<file path="src/rtl/sli_pkg.sv">
// Shared types and constants for the positional list block.
// Holds command and status codes, field widths and the sequencer state type.
// No dependencies.
package sli_pkg;

    // Field widths of the request and result items.
    localparam int CMD_W    = 2;
    localparam int POS_W    = 6;
    localparam int VALUE_W  = 32;
    localparam int STATUS_W = 2;
    localparam int LEN_W    = 6;
    localparam int IN_W     = CMD_W + POS_W + VALUE_W;
    localparam int OUT_W    = STATUS_W + VALUE_W + LEN_W;

    // Command codes.
    localparam logic [CMD_W-1:0] CMD_INSERT = 2'd0;
    localparam logic [CMD_W-1:0] CMD_DELETE = 2'd1;
    localparam logic [CMD_W-1:0] CMD_READ   = 2'd2;

    // Status codes.
    localparam logic [STATUS_W-1:0] STAT_OK     = 2'd0;
    localparam logic [STATUS_W-1:0] STAT_FULL   = 2'd1;
    localparam logic [STATUS_W-1:0] STAT_BADPOS = 2'd2;

    // Sequencer states, one-hot.
    typedef enum logic [5:0] {
        S_IDLE  = 6'b000001,
        S_MOVE  = 6'b000010,
        S_DRAIN = 6'b000100,
        S_PUT   = 6'b001000,
        S_FETCH = 6'b010000,
        S_DONE  = 6'b100000
    } state_t;

endpackage

</file>
<file path="src/rtl/sli_ram.sv">
// Generic single-port-write, single-port-read RAM with a registered read.
// Read data holds its value while no read is enabled.
// No dependencies.
module sli_ram #(
    parameter int WIDTH = 32,
    parameter int DEPTH = 32
) (
    input  logic                     clk,
    input  logic                     wr_en,
    input  logic [$clog2(DEPTH)-1:0] wr_addr,
    input  logic [WIDTH-1:0]         wr_data,
    input  logic                     rd_en,
    input  logic [$clog2(DEPTH)-1:0] rd_addr,
    output logic [WIDTH-1:0]         rd_data
);

    logic [WIDTH-1:0] mem [DEPTH];

    // Write port.
    always_ff @(posedge clk)
    begin
        if (wr_en)
        begin
            mem[wr_addr] <= wr_data;
        end
    end

    // Registered read port.
    always_ff @(posedge clk)
    begin
        if (rd_en)
        begin
            rd_data <= mem[rd_addr];
        end
    end

endmodule

</file>
<file path="src/rtl/sequential_list_insert_delete.sv">
// Positional list of signed 32-bit values with insert, delete and read.
// Channels: a request stream (s_tvalid/s_tready/s_tdata) carries cmd, position
// and value; a result stream (m_tvalid/m_tready/m_tdata) returns status,
// read_value and list_length, exactly one result per request.
// Entries live in one RAM with a registered read. Insert and delete
// move the later entries one place per cycle through a read/write pipeline on
// that RAM. The RAM's single write port sets the pace of the move.
// One request is worked on at a time; s_tready is high while the sequencer
// is idle, even when a finished result still waits in the output register.
// When the receiver stalls, the result is held and the next request is taken
// and processed up to its result, which then waits for the register to empty.
// Reset clears the length to zero and drops any pending result; the RAM is
// not cleared, since only entries below the length are ever read.
// Depends on sli_pkg and sli_ram.
module sequential_list_insert_delete #(
    parameter int DEPTH = 32
) (
    input  logic                      clk,
    input  logic                      rst_n,
    input  logic                      s_tvalid,
    output logic                      s_tready,
    // [1:0] cmd, [7:2] position, [39:8] value
    input  logic [sli_pkg::IN_W-1:0]  s_tdata,
    output logic                      m_tvalid,
    input  logic                      m_tready,
    // [1:0] status, [33:2] read_value, [39:34] list_length
    output logic [sli_pkg::OUT_W-1:0] m_tdata
);

    localparam int AW = $clog2(DEPTH);
    localparam int CW = $clog2(DEPTH + 1);
    localparam int XW = ((CW > sli_pkg::POS_W) ? CW : sli_pkg::POS_W) + 1;

    sli_pkg::state_t state_reg, state_next;

    logic [CW-1:0]                      count_reg, count_next;
    logic [sli_pkg::CMD_W-1:0]          cmd_reg, cmd_next;
    logic [sli_pkg::STATUS_W-1:0]       status_reg, status_next;
    logic signed [sli_pkg::VALUE_W-1:0] value_reg, value_next;
    logic [AW-1:0]                      put_addr_reg, put_addr_next;
    logic [AW-1:0]                      ptr_reg, ptr_next;
    logic [AW-1:0]                      last_reg, last_next;
    logic [AW-1:0]                      wr_addr_reg, wr_addr_next;
    logic                               wr_pend_reg, wr_pend_next;
    logic                               m_tvalid_reg, m_tvalid_next;
    logic [sli_pkg::OUT_W-1:0]          out_data_reg, out_data_next;

    // Request fields.
    logic [sli_pkg::CMD_W-1:0]          in_cmd;
    logic [sli_pkg::POS_W-1:0]          in_pos;
    logic signed [sli_pkg::VALUE_W-1:0] in_value;
    logic [XW-1:0]                      pos_x;
    logic [XW-1:0]                      cnt_x;

    // RAM port signals.
    logic                               ram_wr_en;
    logic [AW-1:0]                      ram_wr_addr;
    logic [sli_pkg::VALUE_W-1:0]        ram_wr_data;
    logic                               ram_rd_en;
    logic [AW-1:0]                      ram_rd_addr;
    logic [sli_pkg::VALUE_W-1:0]        ram_rd_data;

    logic                               req_ok;
    logic signed [sli_pkg::VALUE_W-1:0] read_value;

    assign in_cmd   = s_tdata[sli_pkg::CMD_W-1:0];
    assign in_pos   = s_tdata[sli_pkg::CMD_W +: sli_pkg::POS_W];
    assign in_value = s_tdata[sli_pkg::CMD_W + sli_pkg::POS_W +: sli_pkg::VALUE_W];
    assign pos_x    = XW'(in_pos);
    assign cnt_x    = XW'(count_reg);

    assign s_tready = (state_reg == sli_pkg::S_IDLE);
    assign m_tvalid = m_tvalid_reg;
    assign m_tdata  = out_data_reg;

    // Element store.
    sli_ram #(
        .WIDTH (sli_pkg::VALUE_W),
        .DEPTH (DEPTH)
    ) u_store (
        .clk     (clk),
        .wr_en   (ram_wr_en),
        .wr_addr (ram_wr_addr),
        .wr_data (ram_wr_data),
        .rd_en   (ram_rd_en),
        .rd_addr (ram_rd_addr),
        .rd_data (ram_rd_data)
    );

    // RAM access by state: moves read one entry and write the previous one.
    always_comb
    begin
        ram_wr_en   = 1'b0;
        ram_wr_addr = wr_addr_reg;
        ram_wr_data = ram_rd_data;
        ram_rd_en   = 1'b0;
        ram_rd_addr = ptr_reg;
        case (state_reg)
            sli_pkg::S_MOVE:
            begin
                ram_rd_en = 1'b1;
                ram_wr_en = wr_pend_reg;
            end
            sli_pkg::S_DRAIN:
            begin
                ram_wr_en = 1'b1;
            end
            sli_pkg::S_PUT:
            begin
                ram_wr_en   = 1'b1;
                ram_wr_addr = put_addr_reg;
                ram_wr_data = value_reg;
            end
            sli_pkg::S_FETCH:
            begin
                ram_rd_en   = 1'b1;
                ram_rd_addr = put_addr_reg;
            end
            default:
            begin
                ram_wr_en = 1'b0;
            end
        endcase
    end

    // Result value: only a successful read returns an element.
    assign req_ok     = (status_reg == sli_pkg::STAT_OK);
    assign read_value = (cmd_reg == sli_pkg::CMD_READ && req_ok) ? ram_rd_data : '0;

    // Sequencer.
    always_comb
    begin
        state_next    = state_reg;
        count_next    = count_reg;
        cmd_next      = cmd_reg;
        status_next   = status_reg;
        value_next    = value_reg;
        put_addr_next = put_addr_reg;
        ptr_next      = ptr_reg;
        last_next     = last_reg;
        wr_addr_next  = wr_addr_reg;
        wr_pend_next  = wr_pend_reg;
        m_tvalid_next = m_tvalid_reg;
        out_data_next = out_data_reg;

        // The result register empties when the receiver takes it.
        if (m_tvalid_reg && m_tready)
        begin
            m_tvalid_next = 1'b0;
        end

        case (state_reg)
            sli_pkg::S_IDLE:
            begin
                if (s_tvalid)
                begin
                    cmd_next      = in_cmd;
                    value_next    = in_value;
                    put_addr_next = AW'(pos_x - XW'(1));
                    wr_pend_next  = 1'b0;
                    status_next   = sli_pkg::STAT_BADPOS;
                    state_next    = sli_pkg::S_DONE;
                    case (in_cmd)
                        sli_pkg::CMD_INSERT:
                        begin
                            if (cnt_x >= XW'(DEPTH))
                            begin
                                status_next = sli_pkg::STAT_FULL;
                            end
                            else if (pos_x != '0 && pos_x <= cnt_x + XW'(1))
                            begin
                                status_next = sli_pkg::STAT_OK;
                                ptr_next    = AW'(cnt_x - XW'(1));
                                last_next   = AW'(pos_x - XW'(1));
                                if (pos_x <= cnt_x)
                                begin
                                    state_next = sli_pkg::S_MOVE;
                                end
                                else
                                begin
                                    state_next = sli_pkg::S_PUT;
                                end
                            end
                        end
                        sli_pkg::CMD_DELETE:
                        begin
                            if (pos_x != '0 && pos_x <= cnt_x)
                            begin
                                status_next = sli_pkg::STAT_OK;
                                ptr_next    = AW'(pos_x);
                                last_next   = AW'(cnt_x - XW'(1));
                                if (pos_x < cnt_x)
                                begin
                                    state_next = sli_pkg::S_MOVE;
                                end
                            end
                        end
                        sli_pkg::CMD_READ:
                        begin
                            if (pos_x != '0 && pos_x <= cnt_x)
                            begin
                                status_next = sli_pkg::STAT_OK;
                                state_next  = sli_pkg::S_FETCH;
                            end
                        end
                        default:
                        begin
                            status_next = sli_pkg::STAT_BADPOS;
                        end
                    endcase
                end
            end

            // One entry read per cycle; the entry read last cycle is written.
            sli_pkg::S_MOVE:
            begin
                wr_pend_next = 1'b1;
                if (cmd_reg == sli_pkg::CMD_INSERT)
                begin
                    wr_addr_next = ptr_reg + AW'(1);
                    ptr_next     = ptr_reg - AW'(1);
                end
                else
                begin
                    wr_addr_next = ptr_reg - AW'(1);
                    ptr_next     = ptr_reg + AW'(1);
                end
                if (ptr_reg == last_reg)
                begin
                    state_next = sli_pkg::S_DRAIN;
                end
            end

            // Write the final moved entry.
            sli_pkg::S_DRAIN:
            begin
                if (cmd_reg == sli_pkg::CMD_INSERT)
                begin
                    state_next = sli_pkg::S_PUT;
                end
                else
                begin
                    state_next = sli_pkg::S_DONE;
                end
            end

            // Write the inserted value into the opened slot.
            sli_pkg::S_PUT:
            begin
                state_next = sli_pkg::S_DONE;
            end

            // Read data arrives in the next cycle.
            sli_pkg::S_FETCH:
            begin
                state_next = sli_pkg::S_DONE;
            end

            // Load the result once the output register is free.
            sli_pkg::S_DONE:
            begin
                if (!m_tvalid_reg || m_tready)
                begin
                    if (req_ok && cmd_reg == sli_pkg::CMD_INSERT)
                    begin
                        count_next = count_reg + CW'(1);
                    end
                    else if (req_ok && cmd_reg == sli_pkg::CMD_DELETE)
                    begin
                        count_next = count_reg - CW'(1);
                    end
                    m_tvalid_next = 1'b1;
                    out_data_next = {sli_pkg::LEN_W'(count_next), read_value, status_reg};
                    state_next    = sli_pkg::S_IDLE;
                end
            end

            default:
            begin
                state_next = sli_pkg::S_IDLE;
            end
        endcase
    end

    // Control registers.
    always_ff @(posedge clk or negedge rst_n)
    begin
        if (!rst_n)
        begin
            state_reg    <= sli_pkg::S_IDLE;
            count_reg    <= '0;
            m_tvalid_reg <= 1'b0;
            wr_pend_reg  <= 1'b0;
        end
        else
        begin
            state_reg    <= state_next;
            count_reg    <= count_next;
            m_tvalid_reg <= m_tvalid_next;
            wr_pend_reg  <= wr_pend_next;
        end
    end

    // Payload registers.
    always_ff @(posedge clk)
    begin
        cmd_reg      <= cmd_next;
        status_reg   <= status_next;
        value_reg    <= value_next;
        put_addr_reg <= put_addr_next;
        ptr_reg      <= ptr_next;
        last_reg     <= last_next;
        wr_addr_reg  <= wr_addr_next;
        out_data_reg <= out_data_next;
    end

endmodule

</file>
<file path="config.mk">
export PLATFORM = sky130hd
export DESIGN_NAME = sequential_list_insert_delete
export DESIGN_NICKNAME = d
export VERILOG_FILES = /design/src/rtl/sli_pkg.sv /design/src/rtl/sli_ram.sv /design/src/rtl/sequential_list_insert_delete.sv
export SDC_FILE = /design/constraint.sdc
export NUM_CORES = 2
export LEC_CHECK = 0
export ABC_AREA = 1
export BUFFER_PORTS_ARGS = -buffer_cell sky130_fd_sc_hd__buf_2
export CELL_PAD_IN_SITES_DETAIL_PLACEMENT = 0
export CELL_PAD_IN_SITES_GLOBAL_PLACEMENT = 1
export CORE_MARGIN = 3
export CORE_UTILIZATION = 46
export CTS_CLUSTER_DIAMETER = 50
export DETAILED_ROUTE_END_ITERATION = 8
export PLACE_DENSITY = 0.77
export SYNTH_ARGS = -nofsm -noshare
export SYNTH_HDL_FRONTEND = slang
export SYNTH_SLANG_ARGS = --single-unit
</file>
<file path="constraint.sdc">
create_clock -name clk -period 3.7 [get_ports clk]
set_input_delay 1.11 -clock clk [delete_from_list [all_inputs] [get_ports clk]]
set_output_delay 1.11 -clock clk [all_outputs]
set_load 0.05 [all_outputs]
</file>
==> impl_results.md <==
- Post-CTS setup buffers: 0
- R2R cell count: 9
- Clk Tree Root Cell: clkbuf_16
- Most used flip-flop cell after synthesis: edfxtp_1
- Vias/cell: 5.16
- CTS tree: done
- Yosys Warn Count: 0
- Register area share after synthesis: 68.0%
- Crit end category: output pin
- # resized after CTS: 0
- Reg2reg end: u_store.mem[1][22]$_DFFE_PP_
- Worst VDD drop: 0.000405 V
- TritonCTS buffer count: 134
- Initial core utilization: 46.8%
- Gpl congestion: 0.826
- IO buf count: 85
- Fin Hold WS: 0.280 ns
- WS Path Type: reg2out
- N_diodes: 0
- Die area: 116000 sq um
- Max Freq: 289 MHz
- DRC viols: 0
- Clock Latency Late Sink: 0.74 ns
- Crit-path most repeated cell: inv_1
- Core box area: 110000 sq um
- Fill count: 9355
- Die W: 340 um
- Die Ht: 340 um
- HP Class: in2async
- Crit path cell chain: or2_2 > inv_1 > nand4_1 > inv_1 > buf_2
- Wirelength per Cell: 21.2 um
- P&R area growth vs syn: 15.1%
- Share of cells above drive strength 1: 10.2%
- Worst Tran Pin Value: 0.806 ns
- P_leak: 0.0252 uW
- Tmin final: 3.46 ns
- Avg Inst Size Synth: 10.4 sq um
- Reg2reg start: state_reg[3]$_DFFE_PN0P_
- DR iter-0 viols: 3500
- Vias in the first global route: 33900
- Critical path data arrival time: 2.35 ns
- Commonest non-fill, non-tap cell in the layout: nand2_1
- Max Cap Viol: 0
- CTS Hold Bufs: 0
- First-pass GRT wire length: 213 mm
- Placed Instance Area: 54800 sq um
- Post-synth ARST share: 1.20%
- Unique masters post-synth: 41
- Initial antenna violation count: 0
- # H-tree levels: 4
- Detailed Routing Iterations Pass 1: 5
- Critical Path Source Type: flop
- Total power: 36500 uW
- Largest net degree at the start of global routing: 105
- Netlist Area Pre-Place: 51400 sq um
- Cell Rows: 121
- Number of synthesized flops with an enable pin: 1152
- Req. time, crit path: 2.59 ns
- Worst-path maximum fanout: 6
- Max reg flops: 1024
- Syn_nets: 5005
- Tot GR Track Use: 24.5%
- # clock sinks: 1166
- GR Overflow Total: 0
- Clk buf depth: 3
- Cell count after synthesis: 4940
- Crit path max-delay family: simple AND/OR/NAND/NOR gates
- Max-slew violations: 0
- Slew headroom: 46.3%
- Buffers plus inverters on the worst setup path: 3
- Most frequent cells in the layout: 1170 x nand2_1, 1152 x edfxtp_1, 1050 x inv_1
- Total Routed Length: 142 mm
- Final setup viols: 0
- Max stage delay on crit path: 0.39 ns
- Antenna viol nets, final: 0
- Fin Clk Skew: 0.0314 ns
- Setup TNS: 0 ns
- # IOs: 86
- Pwr Density: 617 nW/um^2
- Vias: 34400
- Final Instance Area: 59100 sq um
- R2R setup slack: 0.44 ns
- Final Hold Vio Count: 0
- Fin crit share: 93.4%
- Post-layout util: 53.9%
- Status: finished clean
- RSZ-0062 raised after global routing: no
- Flops & latches, synth: 1166
- Clock-pin slew of the registers on the worst-case setup and hold paths: 0.06 ns
- Hpwl dp: 81.1 mm
- Slowest CP cell: dfrtp_1
- Final #Nets: 5150
- Biggest register: u_store.mem
## report_power, final
part	total, uW	internal, uW	switching (uW)
combinational	7870	2180	5690
sequential	15500	15300	175
clock	13100	7810	5330
total	36500	25300	11200
## per-layer routing
layer | track usage [%] | wire length [um] | vias up
li1 | - | - | 16300
met1 | 33.5 | 60200 | 16600
met2 | 40.2 | 67400 | 1289
met3 | 3.66 | 9640 | 228
met4 | 8.61 | 4350 | 0
met5 | 0 | 0 | -
## worst max path at each step
stage / cells past startpoint / end / slack [ns] / startpoint
2_1_floorplan: 6 / u_store.mem[24][0]$_DFFE_PP_ / 0.13 / state_reg[5]$_DFFE_PN0P_
3_3_place_gp: 9 / u_store.mem[0][4]$_DFFE_PP_ / 0.48 / state_reg[5]$_DFFE_PN0P_
3_5_place_dp: 8 / u_store.mem[1][22]$_DFFE_PP_ / 0.46 / state_reg[5]$_DFFE_PN0P_
4_1_cts: 5 / s_tready / 0.21 / state_reg[5]$_DFFE_PN0P_
5_1_grt: 4 / s_tready / 0.13 / state_reg[3]$_DFFE_PN0P_
6_report: 5 / s_tready / 0.24 / state_reg[5]$_DFFE_PN0P_
## cells by family (layout without fill, tap and decap cells)
| logic type | Yosys count | in the layout | share of synthesized area, % |
|---|---|---|---|
| simple gates | 2343 | 2343 | 20.0 |
| xor+xnor | 22 | 22 | 0.375 |
| buf+inv | 1301 | 1554 | 10.1 |
| fa+ha+maj | 21 | 21 | 0.512 |
| compound gates | 86 | 86 | 0.960 |
| mux | 1 | 1 | 0.0195 |
| flops | 1166 | 1166 | 68.0 |
## area by class of cell
| type | instances | area, sq um | area share [%] |
|---|---|---|---|
| Multi-Input combinational cell | 2473 | 11700 | 19.8 |
| Clock buffer | 170 | 3620 | 6.11 |
| Timing Repair Buffer | 253 | 2270 | 3.85 |
| Sequential cell | 1166 | 34900 | 59.1 |
| Inverter | 1057 | 3970 | 6.72 |
| Clock inverter | 74 | 772 | 1.31 |
| Tap cell | 1476 | 1850 | 3.12 |
## synth_stat cells, types with 4 or more instances
library cell / instances / share of area, %
nor2_1: 131 / 0.96
o21ai_0: 29 / 0.28
a21oi_1: 38 / 0.37
buf_4: 24 / 0.35
edfxtp_1: 1152 / 67
nand3_1: 950 / 9.3
buf_6: 4 / 0.088
nand2_1: 1172 / 8.6
clkinv_1: 4 / 0.029
clkbuf_1: 71 / 0.52
buf_1: 15 / 0.11
buf_2: 130 / 1.3
xor2_1: 15 / 0.26
inv_1: 1052 / 7.7
nand4_1: 5 / 0.061
ha_1: 21 / 0.51
dfrtp_1: 13 / 0.63
nor3_1: 7 / 0.068
or2_2: 4 / 0.049
nand3b_1: 65 / 0.95
xnor2_1: 7 / 0.12
o211ai_1: 4 / 0.058
## stage by stage
stage / worst slack [ns] / cells
6_report: 0.244 / 6669
5_1_grt: 0.131 / 6669
4_1_cts: 0.211 / 6669
3_5_place_dp: 0.457 / 6425
3_3_place_gp: 0.477 / 6425
2_1_floorplan: 0.127 / 4940
(Power assumes the default switching activity.)
